$ cat src/hw/rtl/clc_pkg.sv
// Types, character codes and per-byte cleaning functions for the line cleaner.
package clc_pkg;

    localparam int MAX_RES = 3;
    localparam int CNT_W   = $clog2(MAX_RES + 1);

    localparam logic [7:0] CH_HASH  = 8'h23;
    localparam logic [7:0] CH_CR    = 8'h0D;
    localparam logic [7:0] CH_LF    = 8'h0A;
    localparam logic [7:0] CH_TAB   = 8'h09;
    localparam logic [7:0] CH_SPACE = 8'h20;
    localparam logic [7:0] CH_SLASH = 8'h2F;
    localparam logic [7:0] CH_STAR  = 8'h2A;
    localparam logic [7:0] CH_NUL   = 8'h00;

    localparam logic [1:0] HELD_NONE  = 2'd0;
    localparam logic [1:0] HELD_SLASH = 2'd1;
    localparam logic [1:0] HELD_STAR  = 2'd2;

    typedef logic [CNT_W-1:0] t_cnt;

    typedef struct packed {
        logic       stream_done;
        logic       bad_line;
        logic       line_end;
        logic       is_char;
        logic [7:0] out_char;
    } t_res;

    typedef struct packed {
        logic       inside_comment;
        logic       after_space;
        logic       space_pending;
        logic [1:0] held_kind;
        logic       line_has_output;
        logic       hash_suppress;
        logic       line_error;
        logic       skip_after_cr;
    } t_state;

    localparam t_state STATE_RST = '{
        inside_comment:  1'b0,
        after_space:     1'b1,
        space_pending:   1'b0,
        held_kind:       HELD_NONE,
        line_has_output: 1'b0,
        hash_suppress:   1'b0,
        line_error:      1'b0,
        skip_after_cr:   1'b0
    };

    typedef struct packed {
        t_state                   st;
        t_res [MAX_RES-1:0]       res;
        t_cnt                     cnt;
    } t_step;

    function automatic t_step f_put(t_step s, logic [7:0] ch, logic isc, logic le, logic bad);
        t_step r;
        r = s;
        if (r.cnt < t_cnt'(MAX_RES)) begin
            r.res[r.cnt[CNT_W-1:0]] = '{stream_done: 1'b0, bad_line: bad, line_end: le,
                                        is_char: isc, out_char: ch};
            r.cnt = r.cnt + t_cnt'(1);
        end
        return r;
    endfunction

    function automatic t_step f_keep(t_step s, logic [7:0] c);
        t_step r;
        r = s;
        if (!r.st.line_has_output) begin
            r.st.line_has_output = 1'b1;
            if (c == CH_HASH) begin
                r.st.hash_suppress = 1'b1;
            end
        end
        if (!r.st.hash_suppress) begin
            if (r.st.space_pending) begin
                r = f_put(r, CH_SPACE, 1'b1, 1'b0, 1'b0);
            end
            r = f_put(r, c, 1'b1, 1'b0, 1'b0);
        end
        r.st.space_pending = 1'b0;
        r.st.after_space   = 1'b0;
        return r;
    endfunction

    function automatic t_step f_plain(t_step s, logic [7:0] c);
        t_step r;
        r = s;
        if (!r.st.inside_comment) begin
            if (c == CH_SPACE || c == CH_TAB) begin
                if (!r.st.after_space) begin
                    r.st.after_space   = 1'b1;
                    r.st.space_pending = 1'b1;
                end
            end else begin
                r = f_keep(r, c);
            end
        end
        return r;
    endfunction

    function automatic t_step f_fresh(t_step s, logic [7:0] b);
        t_step r;
        r = s;
        if (b == CH_SLASH) begin
            r.st.held_kind = HELD_SLASH;
        end else if (b == CH_STAR) begin
            r.st.held_kind = HELD_STAR;
        end else begin
            r = f_plain(r, b);
        end
        return r;
    endfunction

    function automatic logic [7:0] f_held_char(logic [1:0] h);
        return (h == HELD_STAR) ? CH_STAR : CH_SLASH;
    endfunction

    function automatic t_step f_take(t_step s, logic [7:0] b);
        t_step      r;
        logic [1:0] h;
        r = s;
        h = r.st.held_kind;
        if (h == HELD_NONE) begin
            r = f_fresh(r, b);
        end else begin
            r.st.held_kind = HELD_NONE;
            if (h == HELD_SLASH && b == CH_STAR) begin
                r.st.inside_comment = 1'b1;
            end else if (h == HELD_STAR && b == CH_SLASH) begin
                if (r.st.inside_comment) begin
                    r.st.inside_comment = 1'b0;
                end else begin
                    r.st.line_error = 1'b1;
                end
            end else begin
                r = f_plain(r, f_held_char(h));
                r = f_fresh(r, b);
            end
        end
        return r;
    endfunction

    function automatic t_step f_close(t_step s);
        t_step r;
        logic  skip;
        r = s;
        if (!r.st.line_error && r.st.held_kind != HELD_NONE) begin
            r.st.held_kind = HELD_NONE;
            r = f_plain(r, f_held_char(s.st.held_kind));
        end
        if (r.st.inside_comment) begin
            r.st.line_error = 1'b1;
        end
        if (r.st.line_error) begin
            r = f_put(r, CH_NUL, 1'b0, 1'b1, 1'b1);
        end else if (r.st.line_has_output && !r.st.hash_suppress) begin
            r = f_put(r, CH_NUL, 1'b0, 1'b1, 1'b0);
        end
        skip = r.st.skip_after_cr;
        r.st = STATE_RST;
        r.st.skip_after_cr = skip;
        return r;
    endfunction

    function automatic t_step f_step(t_state st, logic [7:0] b, logic fin);
        t_step r;
        r.st  = st;
        r.res = '0;
        r.cnt = '0;
        if (fin) begin
            r = f_close(r);
            if (r.cnt == '0) begin
                r = f_put(r, CH_NUL, 1'b0, 1'b0, 1'b0);
            end
            r.res[r.cnt - t_cnt'(1)].stream_done = 1'b1;
            r.st = STATE_RST;
        end else if (r.st.skip_after_cr) begin
            r.st.skip_after_cr = 1'b0;
        end else if (b == CH_LF || b == CH_CR) begin
            r = f_close(r);
            if (b == CH_CR) begin
                r.st.skip_after_cr = 1'b1;
            end
        end else if (!r.st.line_error) begin
            r = f_take(r, b);
        end
        return r;
    endfunction

endpackage

$ cat src/hw/rtl/clc_out_buf.sv
// Result buffer: holds up to three results of one byte and sends them one per transfer.
module clc_out_buf
    import clc_pkg::*;
(
    input  logic                   i_clk,
    input  logic                   i_rst_n,
    input  logic                   i_load,
    input  t_cnt                   i_cnt,
    input  t_res [MAX_RES-1:0]     i_res,
    output logic                   o_ready,
    output logic                   o_m_tvalid,
    input  logic                   i_m_tready,
    output logic [7:0]             o_m_tdata,   // out_char
    output logic                   o_m_tlast,   // line_end
    output logic [2:0]             o_m_tuser    // is_char, bad_line, stream_done
);

    t_res [MAX_RES-1:0] r_res;
    t_res [MAX_RES-1:0] n_res;
    t_cnt               r_cnt;
    t_cnt               n_cnt;
    logic               pop;

    assign o_m_tvalid = (r_cnt != '0);
    assign pop        = o_m_tvalid && i_m_tready;
    assign o_ready    = (r_cnt == '0) || (r_cnt == t_cnt'(1) && i_m_tready);

    assign o_m_tdata  = r_res[0].out_char;
    assign o_m_tlast  = r_res[0].line_end;
    assign o_m_tuser  = {r_res[0].stream_done, r_res[0].bad_line, r_res[0].is_char};

    always_comb begin
        n_res = r_res;
        n_cnt = r_cnt;
        if (i_load) begin
            n_res = i_res;
            n_cnt = i_cnt;
        end else if (pop) begin
            for (int i = 0; i < MAX_RES - 1; i++) begin
                n_res[i] = r_res[i + 1];
            end
            n_cnt = r_cnt - t_cnt'(1);
        end
    end

    always_ff @(posedge i_clk) begin
        r_res <= n_res;
        if (!i_rst_n) begin
            r_cnt <= '0;
        end else begin
            r_cnt <= n_cnt;
        end
    end

    a_load_when_free: assert property (@(posedge i_clk) disable iff (!i_rst_n)
        i_load |-> (r_cnt == '0 || (r_cnt == t_cnt'(1) && pop)))
        else $error("result buffer loaded while holding undelivered results");

    a_count_drain: assert property (@(posedge i_clk) disable iff (!i_rst_n)
        (pop && !i_load) |=> (r_cnt == $past(r_cnt) - t_cnt'(1)))
        else $error("result count did not drop after a transfer");

    a_char_clean: assert property (@(posedge i_clk) disable iff (!i_rst_n)
        (o_m_tvalid && r_res[0].is_char) |-> (!r_res[0].line_end && !r_res[0].bad_line
                                               && !r_res[0].stream_done))
        else $error("character item carries marker flags");

    a_bad_is_end: assert property (@(posedge i_clk) disable iff (!i_rst_n)
        (o_m_tvalid && r_res[0].bad_line) |-> r_res[0].line_end)
        else $error("bad line flag without line end");

endmodule

$ cat src/hw/rtl/config_line_cleaner_unit.sv
// Top level of the configuration line cleaner: line state and per-byte step logic.
// The first result of a byte is offered in the cycle after its input transfer.
// Throughput: one byte per cycle while each byte yields at most one result and the
// output is ready; a byte with up to 3 results holds input until its last is sent.
// Any byte waits while a result is held and the output is not ready. Reset (synchronous,
// active low) returns the line state to its start values and empties the result buffer.
module config_line_cleaner_unit
    import clc_pkg::*;
(
    input  logic       i_clk,
    input  logic       i_rst_n,
    input  logic       i_s_tvalid,
    output logic       o_s_tready,
    input  logic [7:0] i_s_tdata,   // in_byte
    input  logic       i_s_tuser,   // stream_end
    output logic       o_m_tvalid,
    input  logic       i_m_tready,
    output logic [7:0] o_m_tdata,   // out_char
    output logic       o_m_tlast,   // line_end
    output logic [2:0] o_m_tuser    // is_char, bad_line, stream_done
);

    t_state r_state;
    t_state n_state;
    t_step  step;
    logic   accept;
    logic   ready;

    assign o_s_tready = ready;
    assign accept     = i_s_tvalid && ready;
    assign step       = f_step(r_state, i_s_tdata, i_s_tuser);
    assign n_state    = accept ? step.st : r_state;

    always_ff @(posedge i_clk) begin
        if (!i_rst_n) begin
            r_state <= STATE_RST;
        end else begin
            r_state <= n_state;
        end
    end

    clc_out_buf u_out_buf (
        .i_clk      (i_clk),
        .i_rst_n    (i_rst_n),
        .i_load     (accept),
        .i_cnt      (step.cnt),
        .i_res      (step.res),
        .o_ready    (ready),
        .o_m_tvalid (o_m_tvalid),
        .i_m_tready (i_m_tready),
        .o_m_tdata  (o_m_tdata),
        .o_m_tlast  (o_m_tlast),
        .o_m_tuser  (o_m_tuser)
    );

endmodule

$ cat config.mk
export PLATFORM = sky130hd
export DESIGN_NAME = config_line_cleaner_unit
export DESIGN_NICKNAME = d
export VERILOG_FILES = /design/src/hw/rtl/clc_pkg.sv /design/src/hw/rtl/clc_out_buf.sv /design/src/hw/rtl/config_line_cleaner_unit.sv
export SDC_FILE = /design/constraint.sdc
export NUM_CORES = 1
export LEC_CHECK = 0
export BUFFER_PORTS_ARGS = -buffer_cell sky130_fd_sc_hd__buf_2
export CAP_MARGIN = 20
export CORE_ASPECT_RATIO = 0.9
export CORE_MARGIN = 2
export CORE_UTILIZATION = 65
export DETAILED_ROUTE_END_ITERATION = 8
export GPL_TIMING_DRIVEN = 0
export PLACE_DENSITY = 0.85
export SYNTH_ARGS = -nofsm -noshare
export SYNTH_HDL_FRONTEND = slang
export SYNTH_SLANG_ARGS = --single-unit
$ cat constraint.sdc
create_clock -name i_clk -period 5.3 [get_ports i_clk]
set_input_delay 0.265 -clock i_clk [delete_from_list [all_inputs] [get_ports i_clk]]
set_output_delay 0.265 -clock i_clk [all_outputs]
set_load 0.05 [all_outputs]
---- Yosys cells after proc, flatten, opt, wreduce, memory -nomap -nowiden ----
Cells that the tools add are included.
storage, ports and cells
  bits of input ports ..................... 13
  register bits ........................... 47
cells by class
  $lt $le $gt $ge ......................... 29
  reductions and logical operators ........ 36
  equality and inequality tests ........... 22
  muxes and demuxes ....................... 220
  bitwise operators ....................... 17
  add/subtract/negate cells ............... 11
operator list
  operator            count
  $mux 47             82
  $mux 38             19
  $demux 12 s2        10
  $mux 45             5
  $mux 44             5
  $bwmux 36           6
  $mux 42             4
  $mux 12             10
  $and 30x30->30      3
  $not 30->30         3
  $mux 2              43
  $and 33x33->33      2
  $not 33->33         2
  $mux 24             2
  $mux 46             1
  $mux 39             1
  $and 36x36->36      1
  $not 36->36         1
  $eq 8x6->1 const B  4
  $lt 2x3->1 const B  10
  $mux 1              25
  $eq 8x4->1 const B  3
  $ne 4x4->1 const B  6
  $ge 2x1->1 const B  10
  other kinds (25)    77

---- Longest topological paths before layout ----
Gate-level depths: netlist of the first run.
  depth after elaboration ................. 97
  mapped depth ............................ 11
  gate-level depth less buffers ........... 10

---- By module ----
Synthesis of the first run repeated with hierarchy kept, for this count alone.
second synthesis, totals
  cells, all modules ...................... 375
  area, all modules ....................... 3589.7 sq um
by module, submodules not included
  module                    instances  cells each  area an instance (sq um)  seq. area each (sq um)
  config_line_cleaner_unit  1          282         1890.6                    180.2
  clc_out_buf               1          93          1699.1                    1121.1

---- Least setup slack after synthesis of the first run ----
No wires, ideal clock.
  kind .................................... flip-flop to flip-flop
  start ................................... register u_out_buf.r_cnt[0]
  end ..................................... register u_out_buf.r_res[17] (netlist name), data pin
  required time ........................... 5136 ps
  arrival ................................. 2496 ps
  stages on the path, launching flop included .. 11
  path slack .............................. 2640 ps
  cell sequence ........................... dfxtp_1 > inv_1 > ha_1 > a21oi_1 > inv_1 > nand2_1 > inv_1 > clkbuf_1 > buf_1 > o211ai_1 > o221ai_1
RTL lines
  item                      RTL line           text
  start: declaration        clc_out_buf.sv:20  t_cnt r_cnt;
  start signal: assignment  clc_out_buf.sv:51  r_cnt <= n_cnt;
  end signal: assignment    clc_out_buf.sv:47  r_res <= n_res;
  end: declaration          clc_out_buf.sv:18  t_res [MAX_RES-1:0] r_res;

==> results.cfg, run 1 <==
[status]
status = complete, but fails checks
violations = DRC

[synth]
yosys.area.top_type = edfxtp_1
ys_top_cells_by_area = edfxtp_1, dfxtp_1, nand2_1, o21ai_0, nor2_1
ys_types = 73
yosysMostFrequentCell = nand2_1
avgSynthCellArea_sq_um = 8.52
ys_ff_latch = 47
syn_inst = 378
ys_seq_area_frac = 0.404
synth_nets = 393
synth_common_cells = nand2_1, edfxtp_1, nor2_1, o21ai_0, a21oi_1
synth_edf_count = 36
synth_top_area_frac = 0.336
syn_area_sq_mm = 0.00322
synthFlopType = edfxtp_1
ys_warn_count = 0
async_flop_share = 0

[grt]
grt_overflow_total = 0
grt_first_pass_wirelength_um = 15600
antenna_found_initial = 0
track_usage = 0.368
grt_start_max_net_pins = 29
grt_pass1_vias = 2978

[critical_path]
path_buf_inv = 5
regToRegStartpoint = u_out_buf.r_cnt[1]$_SDFFE_PN0P_
crit_top_cell = inv_1
critPathLaunchType = register
ff2ff_path_depth = 10
worstPathRequired_ns = 5.44
cp_top_family = buffers and inverters
reg2reg_slack_ns = 2.09
cp_cell_sequence = inv_1, ha_1, a21oi_1, inv_1, nand2_1, inv_1, clkbuf_1, buf_1, nor2_1, a211oi_1
timing.rr.end = u_out_buf.r_res[12]$_DFFE_PP_
endpoint = u_out_buf.r_res[12]$_DFFE_PP_
crit_fanout = 21
crit_cells = 10
cpPeakStageDelay_ns = 0.90
setup.worst_path.end_class = register
critPathLaunch = u_out_buf.r_cnt[1]$_SDFFE_PN0P_
slowest_stage = buf_1
path_class = register to register
worstPathArrival_ns = 3.35

[run]
maxCapViolCount = 0

[layout]
nFillCells = 369
syn2layout_area_growth_pct = 10.1
fin_nets = 426
drive_gt1_frac = 0.175
utilization = 0.739
num_antenna_cells = 0

[floorplan]
start_util = 0.671
ioPinCount = 27
dieArea_sq_mm = 0.00554
die_w_um = 78.2
dieHeight_um = 70.8
num_rows = 24
coreArea_sq_mm = 0.00480

[clocking]
post-cts-setup-buffers = 0
cts_made_buffers = 5
insertion_delay_ns = 0.31
post_cts_resized = 0
htree_levels = 2
clkSinkCount = 47
cts_tree = yes
clkSlewWorstSetupHoldPaths_ns = 0.10
clock-root-buffer = clkbuf_8
cts_hold_buf = 0
clk_path_buf_depth = 2

[sta]
setup_tns_ns = 0
maxSlewViolCount = 0
fin_crit_ns = 3.21
finalCritPeriodShare = 0.605
relSlewSlack = 0.236
setup_violations = 0
final_hold_viol_count = 0
fin_skew_ns = 0.0126
rsz0062_at_grt = false
timing.fmax_mhz = 312
worstMarginPinSlew_ns = 1.15

[detailed_routing]
ant_nets = 0
routed_wl_um = 9900
first_pass_iters = 8
drc = 1
routedWlPerCell_um = 20.8
dr.first_iter.drc_count = 512
routed_via_density = 7.05
vias = 3363

[power_and_ir_drop]
power.leakage_nw = 1.34
irDropWorstVdd_v = 0.000214
power_density_mw_per_mm2 = 396
fin_total_pwr_mw = 1.41

[place]
gp_congestion = 0.962
port_buffers = 26
dpl.hpwl_um = 7110

[hold_path]
worstHoldPathCells = 2
min_path_type = input pin to register
-- kinds of logic after synthesis --
kind of cell             Yosys count  share of synthesized area
AND/OR/NAND/NOR                  166                      0.268
AO/OA/AOI/OAI                    105                      0.227
buffers and inverters             52                     0.0769
flip-flops                        47                      0.404
multiplexers                       4                     0.0128
adder cells (fa/ha/maj)            2                    0.00777
other                              1                    0.00116
XOR/XNOR                           1                    0.00272
-- layer usage --
layer	routed length, um	up-vias	share of wire	GRT usage
met5	0	-	0	0
met4	409	0	0.041	0.135
met3	1270	62	0.13	0.0969
met2	4410	288	0.44	0.569
met1	3820	1555	0.39	0.505
li1	-	1458	-	-
-- sequential cells by signal, summed over array words and instances (netlist names) --
name                 flops
u_out_buf.o_m_tuser      3
u_out_buf.o_m_tlast      1
u_out_buf.r_res         24
u_out_buf.r_cnt          2
r_state                  9
u_out_buf.o_m_tdata      8
-- worst min path at each step --
stage	start	slack, ns	to
floorplan	i_s_tdata[4]	0.46	u_out_buf.r_res[28]$_SDFFCE_PP0P_
finish	i_s_tdata[4]	0.31	u_out_buf.r_res[28]$_SDFFCE_PP0P_
global route	i_s_tdata[4]	0.32	u_out_buf.r_res[28]$_SDFFCE_PP0P_
CTS	i_s_tdata[4]	0.31	u_out_buf.r_res[28]$_SDFFCE_PP0P_
global placement	r_state[0]$_SDFFE_PN0P_	0.49	r_state[0]$_SDFFE_PN0P_
detailed placement	u_out_buf.r_res[34]$_DFFE_PP_	0.51	u_out_buf.r_res[22]$_DFFE_PP_
-- power by group --
group / switching, mW / internal [mW]
combinational: 0.410 / 0.171
sequential: 0.0300 / 0.520
clock: 0.133 / 0.142
-- cells in the final DEF, fill, tap and decap left out, types with 2 or more instances in the layout --
cell      Yosys  routed
a21boi_0      2       2
buf_2         6      32
nor2_1       29      29
and2_1        8       8
clkbuf_1     16      16
a21o_1        2       2
clkbuf_8      0       5
a32oi_1       3       3
nand4_1       8       8
nand2_1      47      47
o21ai_1       5       5
nand3b_1      2       2
buf_1         3       3
a22o_1        5       5
nor3b_1       3       3
nor2b_1       2       2
ha_1          2       2
nor3_1       15      15
a21oi_1      18      18
or3_1         2       2
or3b_1        2       2
a41oi_1       2       2
or4_1         2       2
mux2i_1       3       3
o211ai_1      2       2
edfxtp_1     36      36
nor4_1        6       6
or2_2         3       3
dfxtp_1      11      11
a31oi_1      10      10
a211oi_1      5       5
o21ai_0      27      27
nand2b_1      4       4
nand3_1      16      16
o22ai_1       2       2
and3_1        6       6
buf_4        12      12
inv_1        15      15
-- area by class of cell --
class                      instances  area [sq um]  share of cell area
buffer                            37           191              0.0539
clock buffer                       5          68.8              0.0194
clock inverter                     3          46.3              0.0130
inverter                          15          56.3              0.0159
multi-input combinational        279          1670               0.471
sequential                        47          1300               0.367
tap                               65          81.3              0.0229
timing repair buffer              26           130              0.0367
-- through the flow --
| stage | setup slack, ns | instance area, sq um | instances | hold slack [ns] |
|---|---|---|---|---|
| 3_5_place_dp | 2.32 | 3430 | 469 | 0.511 |
| 5_1_grt | 1.98 | 3550 | 477 | 0.320 |
| 3_3_place_gp | 2.43 | 3430 | 469 | 0.486 |
| 2_1_floorplan | 2.64 | 3220 | 378 | 0.463 |
| 4_1_cts | 2.29 | 3550 | 477 | 0.314 |
| 6_report | 2.09 | 3550 | 477 | 0.313 |
No activity file was read; power rests on OpenSTA's default activity.
==> run 2: changes to the inputs <==
--- a/config.mk
+++ b/config.mk
@@ -9,10 +9,10 @@
 export CAP_MARGIN = 20
 export CORE_ASPECT_RATIO = 0.9
 export CORE_MARGIN = 2
-export CORE_UTILIZATION = 65
+export CORE_UTILIZATION = 54
 export DETAILED_ROUTE_END_ITERATION = 8
 export GPL_TIMING_DRIVEN = 0
-export PLACE_DENSITY = 0.85
+export PLACE_DENSITY = 0.75
 export SYNTH_ARGS = -nofsm -noshare
 export SYNTH_HDL_FRONTEND = slang
 export SYNTH_SLANG_ARGS = --single-unit
==> constraint.sdc (replaced) <==
create_clock -name i_clk -period 2.6 [get_ports i_clk]
set_input_delay 0.13 -clock i_clk [delete_from_list [all_inputs] [get_ports i_clk]]
set_output_delay 0.13 -clock i_clk [all_outputs]
set_load 0.05 [all_outputs]
==> run 2 against run 1 <==
  * The flow now finishes without violations
  * Maximum frequency is 26% higher
  * Clock power is 110% higher
  * Non-clock buffer count stayed put
  * Register-to-register slack worse by 2.0 ns
  * Sequential share of layout area is 0.48 points lower
  * Via count is 5.6% lower
==> results.cfg, run 2 (synthesis gave the netlist of run 1 again) <==
[sta]
timing.fmax_mhz = 392
worstMarginPinSlew_ns = 0.966
rsz0062_at_grt = true
maxSlewViolCount = 0
finalCritPeriodShare = 0.981
relSlewSlack = 0.353
fin_crit_ns = 2.55
setup_violations = 0
final_hold_viol_count = 0
fin_skew_ns = 0.00902

[power_and_ir_drop]
power.leakage_nw = 1.36
internal-power_mw = 1.71
irDropWorstVdd_v = 0.000526
p_seq_frac = 0.390
clkPwrFrac = 0.197
switchingPower_mw = 1.15
fin_total_pwr_mw = 2.86
power_frac_comb = 0.412
power_density_mw_per_mm2 = 797
p_sw_frac = 0.403

[critical_path]
crit_fanout = 10
cp_top_family = compound AO/OA/AOI/OAI gates
worstPathArrival_ns = 2.65
path_class = register to register
slowest_stage = a31oi_1
cp_cell_sequence = clkbuf_1, or2_2, buf_2, a31oi_1, a221oi_2, a211oi_1
path_buf_inv = 2
critPathLaunchType = register
worstPathRequired_ns = 2.70
setup.worst_path.end_class = register
cpPeakStageDelay_ns = 0.73

[place]
place_area_sq_mm = 0.00344
port_buffers = 26
dpl.hpwl_um = 6830
gp_congestion = 0.988

[clocking]
clkSlewWorstSetupHoldPaths_ns = 0.10
clk_path_buf_depth = 2
cts_hold_buf = 0
cts_tree = yes
htree_levels = 2
insertion_delay_ns = 0.31
clock-root-buffer = clkbuf_8
post-cts-setup-buffers = 0
clkSinkCount = 47
cts_made_buffers = 5

[floorplan]
num_rows = 26
die_w_um = 85.4
start_util = 0.563
dieHeight_um = 77.3
coreArea_sq_mm = 0.00573
ioPinCount = 27
dieArea_sq_mm = 0.00660

[detailed_routing]
dr.first_iter.drc_count = 458
drc = 0
met3_length_um = 1060
wl_met2_um = 4220
routed_via_density = 6.58
met1_length_um = 4030
routed_wl_um = 9580
routedWlPerCell_um = 19.9
vias = 3173
ant_nets = 0
top_layer = met4
first_pass_iters = 7

[grt]
track_usage = 0.294
grt_start_max_net_pins = 29
grt_pass1_vias = 2850
grt_first_pass_wirelength_um = 15100
grt_overflow_total = 0
antenna_found_initial = 0

[status]
status = finished, final reports clean

[layout]
regMostFlops = u_out_buf.r_res
fin_area_sq_mm = 0.00360
final_common_cell = nand2_1
syn2layout_area_growth_pct = 11.6
layout_common_cells = nand2_1, edfxtp_1, buf_2
num_antenna_cells = 0
fin_nets = 426
largest_reg_flops = 24
drive_gt1_frac = 0.189

[hold_path]
min_path_type = input pin to register

[run]
maxCapViolCount = 0
-- run 2: path summary, 6_finish.rpt --
| kind | start | cells past startpoint | slack [ns] | to |
|---|---|---|---|---|
| worst max-delay path | r_state[5]$_SDFFE_PN0P_ | 6 | 0.05 | u_out_buf.o_m_tdata[2]$_DFFE_PP_ |
| worst max register to register | r_state[5]$_SDFFE_PN0P_ | 6 | 0.05 | u_out_buf.o_m_tdata[2]$_DFFE_PP_ |
| worst min register to register | r_state[7]$_SDFFE_PN1P_ | 2 | 0.53 | r_state[7]$_SDFFE_PN1P_ |
| worst min-delay path | i_s_tdata[4] | 2 | 0.20 | u_out_buf.o_m_tdata[4]$_DFFE_PP_ |
-- run 2: power groups by stage --
stage / clock network [mW] / logic, mW / registers, mW
2_1_floorplan: 0 / 0.868 / 1.13
3_3_place_gp: 0 / 1.12 / 1.13
3_5_place_dp: 0 / 1.14 / 1.14
4_1_cts: 0.567 / 1.15 / 1.12
5_1_grt: 0.589 / 1.27 / 1.14
6_report: 0.566 / 1.18 / 1.12
-- run 2: worst reg2reg max path: stages (launching register included) --
cell and delay, ns:
dfxtp_1 0.31, clkbuf_1 0.21, or2_2 0.32, buf_2 0.20, a31oi_1 0.74, a221oi_2 0.21
a211oi_1 0.37
-- run 2: final cells by class --
cell class / count / area, sq um
inverters: 15 / 56.3
plain buffers: 37 / 195
multi-input cells: 279 / 1710
clock inverters: 3 / 47.5
clock buffers: 5 / 68.8
fillers: 498 / 2130
well taps: 70 / 87.6
repair buffers: 26 / 130
flip-flops and latches: 47 / 1300
-- run 2: per-layer routing --
layer  global-route usage  vias to the layer above
met2                0.448                      220
met4                0.102                        0
met5                    0                        -
met1                0.416                     1471
met3               0.0614                       28
li1                     -                     1454
-- run 2: what timing repair did --
action / in CTS / in global routing
setup endpoints to repair: 4 / 16
pin swaps: 0 / 0
gates resized for setup: 1 / 8
cloned: 0 / 0
-- run 2: metrics by stage --
step / hold slack, ns / util / setup TNS (ns) / worst slack, ns / instances
finish: 0.198 / 0.628 / 0 / 0.0501 / 482
global route: 0.214 / 0.628 / -0.0719 / -0.0420 / 482
CTS: 0.199 / 0.622 / 0 / 0.00440 / 482
detailed placement: 0.511 / 0.601 / -0.188 / -0.128 / 474
global placement: 0.490 / 0.601 / -0.137 / -0.0941 / 474
floorplan: 0.328 / - / 0 / 0.191 / 378
==> run 3: changes to the inputs <==
--- a/config.mk
+++ b/config.mk
@@ -5,6 +5,7 @@
 export SDC_FILE = /design/constraint.sdc
 export NUM_CORES = 1
 export LEC_CHECK = 0
+export ABC_AREA = 1
 export BUFFER_PORTS_ARGS = -buffer_cell sky130_fd_sc_hd__buf_2
 export CAP_MARGIN = 20
 export CORE_ASPECT_RATIO = 0.9
==> run 3 against run 2 <==
  * Sequential share of layout area up 0.45 points
  * Synthesized area is 0.16% lower
  * Count of clock-buffer cells in the layout is 1 higher
  * Final area is 1.2% lower
  * Highest routed layer unchanged
  * Maximum frequency rose by 13%
  * Die area is 0.15% lower
  * Synthesized cell count is 17% higher
  * Sequential power rose by 19%
  * Clock power down 19%
  * Critical path type unchanged
  * Clock skew increased by 0.00069 ns
==> results.cfg, run 3 <==
[grt]
grt_pass1_vias = 2870
grt_overflow_total = 0
grt_first_pass_wirelength_um = 14100
grt_start_max_net_pins = 28
track_usage = 0.278
antenna_found_initial = 0

[synth]
avgSynthCellArea_sq_um = 7.26
ys_ff_latch = 47
async_flop_share = 0
synthFlopType = edfxtp_1
synth_nets = 458
ys_seq_area_frac = 0.405
yosysMostFrequentCell = nand2_1
synth_edf_count = 36
ys_types = 45
syn_area_sq_mm = 0.00322
yosys.area.top_type = edfxtp_1
synth_top_area_frac = 0.336
syn_inst = 443
ys_top_cells_by_area = edfxtp_1, nand2_1, nor2_1, dfxtp_1, inv_1
ys_warn_count = 0
synth_common_cells = nand2_1, nor2_1, inv_1, edfxtp_1, a21oi_1

[sta]
fin_skew_ns = 0.00971
final_hold_viol_count = 0
fin_crit_ns = 2.26
rsz0062_at_grt = false
maxSlewViolCount = 0
setup_violations = 0
relSlewSlack = 0.645
finalCritPeriodShare = 0.867
worstMarginPinSlew_ns = 0.531
timing.fmax_mhz = 443

[detailed_routing]
ant_nets = 0
routedWlPerCell_um = 16.2
dr.first_iter.drc_count = 321
routed_via_density = 5.66
drc = 0
first_pass_iters = 5
routed_wl_um = 8860
vias = 3088

[place]
gp_congestion = 0.993
dpl.hpwl_um = 6840
port_buffers = 25
dpl.cell_count = 538

[critical_path]
worstPathRequired_ns = 2.66
cp_top_family = buffers and inverters
crit_top_cell = inv_1
path_class = register to register
slowest_stage = clkdlybuf4s15_2
path_buf_inv = 4
crit_fanout = 21
worstPathArrival_ns = 2.31
cp_cell_sequence = inv_1, ha_1, inv_1, nand2_2, nand2_2, inv_1, clkdlybuf4s15_2, nor2_1, a21oi_1
setup.worst_path.end_class = register
cpPeakStageDelay_ns = 0.47
critPathLaunchType = register

[layout]
syn2layout_area_growth_pct = 10.4
regMostFlops = u_out_buf.r_res
stdcell_count = 546
num_antenna_cells = 0
layout_common_cells = nand2_1, nor2_1, inv_1
largest_reg_flops = 24
drive_gt1_frac = 0.187
fin_nets = 490
utilization = 0.620
final_common_cell = nand2_1

[floorplan]
dieHeight_um = 77.2
start_util = 0.562
coreArea_sq_mm = 0.00573
num_rows = 26
die_w_um = 85.4
dieArea_sq_mm = 0.00659
ioPinCount = 27

[power_and_ir_drop]
p_seq_frac = 0.331
switchingPower_mw = 1.95
power_frac_comb = 0.554
power_density_mw_per_mm2 = 1130
clkPwrFrac = 0.114
power.leakage_nw = 1.68
irDropWorstVdd_v = 0.000769
p_sw_frac = 0.484
internal-power_mw = 2.07

[clocking]
clock-root-buffer = clkbuf_8
insertion_delay_ns = 0.31
clkSlewWorstSetupHoldPaths_ns = 0.10
htree_levels = 2
post-cts-setup-buffers = 0
cts_hold_buf = 0
cts_tree = yes
clkSinkCount = 47
cts_made_buffers = 5
clk_path_buf_depth = 2

[status]
status = finished, final reports clean

[run]
maxCapViolCount = 0

[hold_path]
min_path_type = input pin to register
[run 3: worst register-to-register path: stages, from the launching register on]
cell and delay [ns]:
dfxtp_1 0.38, inv_1 0.06, ha_1 0.20, inv_1 0.10, nand2_2 0.07, nand2_2 0.22, inv_1 0.17, clkdlybuf4s15_2 0.47
nor2_1 0.28, a21oi_1 0.06
[run 3: metrics by stage]
stage	hold slack (ns)	instance area (sq um)	setup slack, ns	setup TNS [ns]	power (mW)
after CTS	0.102	3530	0.0223	0	3.96
after floorplan	0.250	3220	0.00804	0	2.98
after global placement	0.436	3430	0.000263	0	3.47
after global routing	0.106	3550	0.159	0	4.28
after detailed placement	0.440	3430	-0.0422	-0.0422	3.49
final	0.109	3550	0.345	0	4.02
[run 3: logic make-up after synthesis]
| kind of cell | count (synthesis) | share of synthesized area |
|---|---|---|
| adders and majority gates | 2 | 0.00778 |
| buffers and inverters | 79 | 0.112 |
| AOI/OAI and AO/OA | 81 | 0.142 |
| and+or+nand+nor | 233 | 0.333 |
| DFF | 47 | 0.405 |
| other | 1 | 0.00117 |
[run 3: final cells by class]
cell class              instances  area (sq um)
fillers                       527          2170
multi-input cells             317          1560
flip-flops and latches         47          1300
inverters                      59           224
repair buffers                 26           153
plain buffers                  19           139
well taps                      70          87.6
clock buffers                   6          72.6
clock inverters                 2          13.8
[run 3: metal layers]
| layer | wire, um | vias up | GRT usage | share of wire |
|---|---|---|---|---|
| met3 | 541 | 18 | 0.0312 | 0.061 |
| met5 | 0 | - | 0 | 0 |
| met4 | 206 | 0 | 0.111 | 0.023 |
| met2 | 3970 | 147 | 0.436 | 0.45 |
| li1 | - | 1510 | - | - |
| met1 | 4140 | 1413 | 0.393 | 0.47 |
[run 3: final timing paths]
check / cells after the start / endpoint / slack (ns) / from
worst max-delay path: 9 / u_out_buf.o_m_tuser[0]$_DFFE_PP_ / 0.34 / u_out_buf.r_cnt[0]$_SDFFE_PN0P_
worst min register to register: 2 / r_state[7]$_SDFFE_PN1P_ / 0.51 / r_state[7]$_SDFFE_PN1P_
worst min-delay path: 3 / r_state[6]$_SDFFE_PN0P_ / 0.11 / i_rst_n
worst max register to register: 9 / u_out_buf.o_m_tuser[0]$_DFFE_PP_ / 0.34 / u_out_buf.r_cnt[0]$_SDFFE_PN0P_
[run 3: repair_timing]
item | CTS | global route
pin swaps | 0 | 0
hold endpoints to repair | 0 | 0
resized for setup | 2 | 1
setup endpoints to repair | 2 | 20
[run 3: power groups by stage]
| stage | combinational [mW] | clock, mW | sequential (mW) |
|---|---|---|---|
| finish | 2.23 | 0.458 | 1.33 |
| global route | 2.44 | 0.486 | 1.36 |
| CTS | 2.15 | 0.464 | 1.34 |
| detailed placement | 2.14 | 0 | 1.36 |
| global placement | 2.12 | 0 | 1.35 |
| floorplan | 1.64 | 0 | 1.35 |
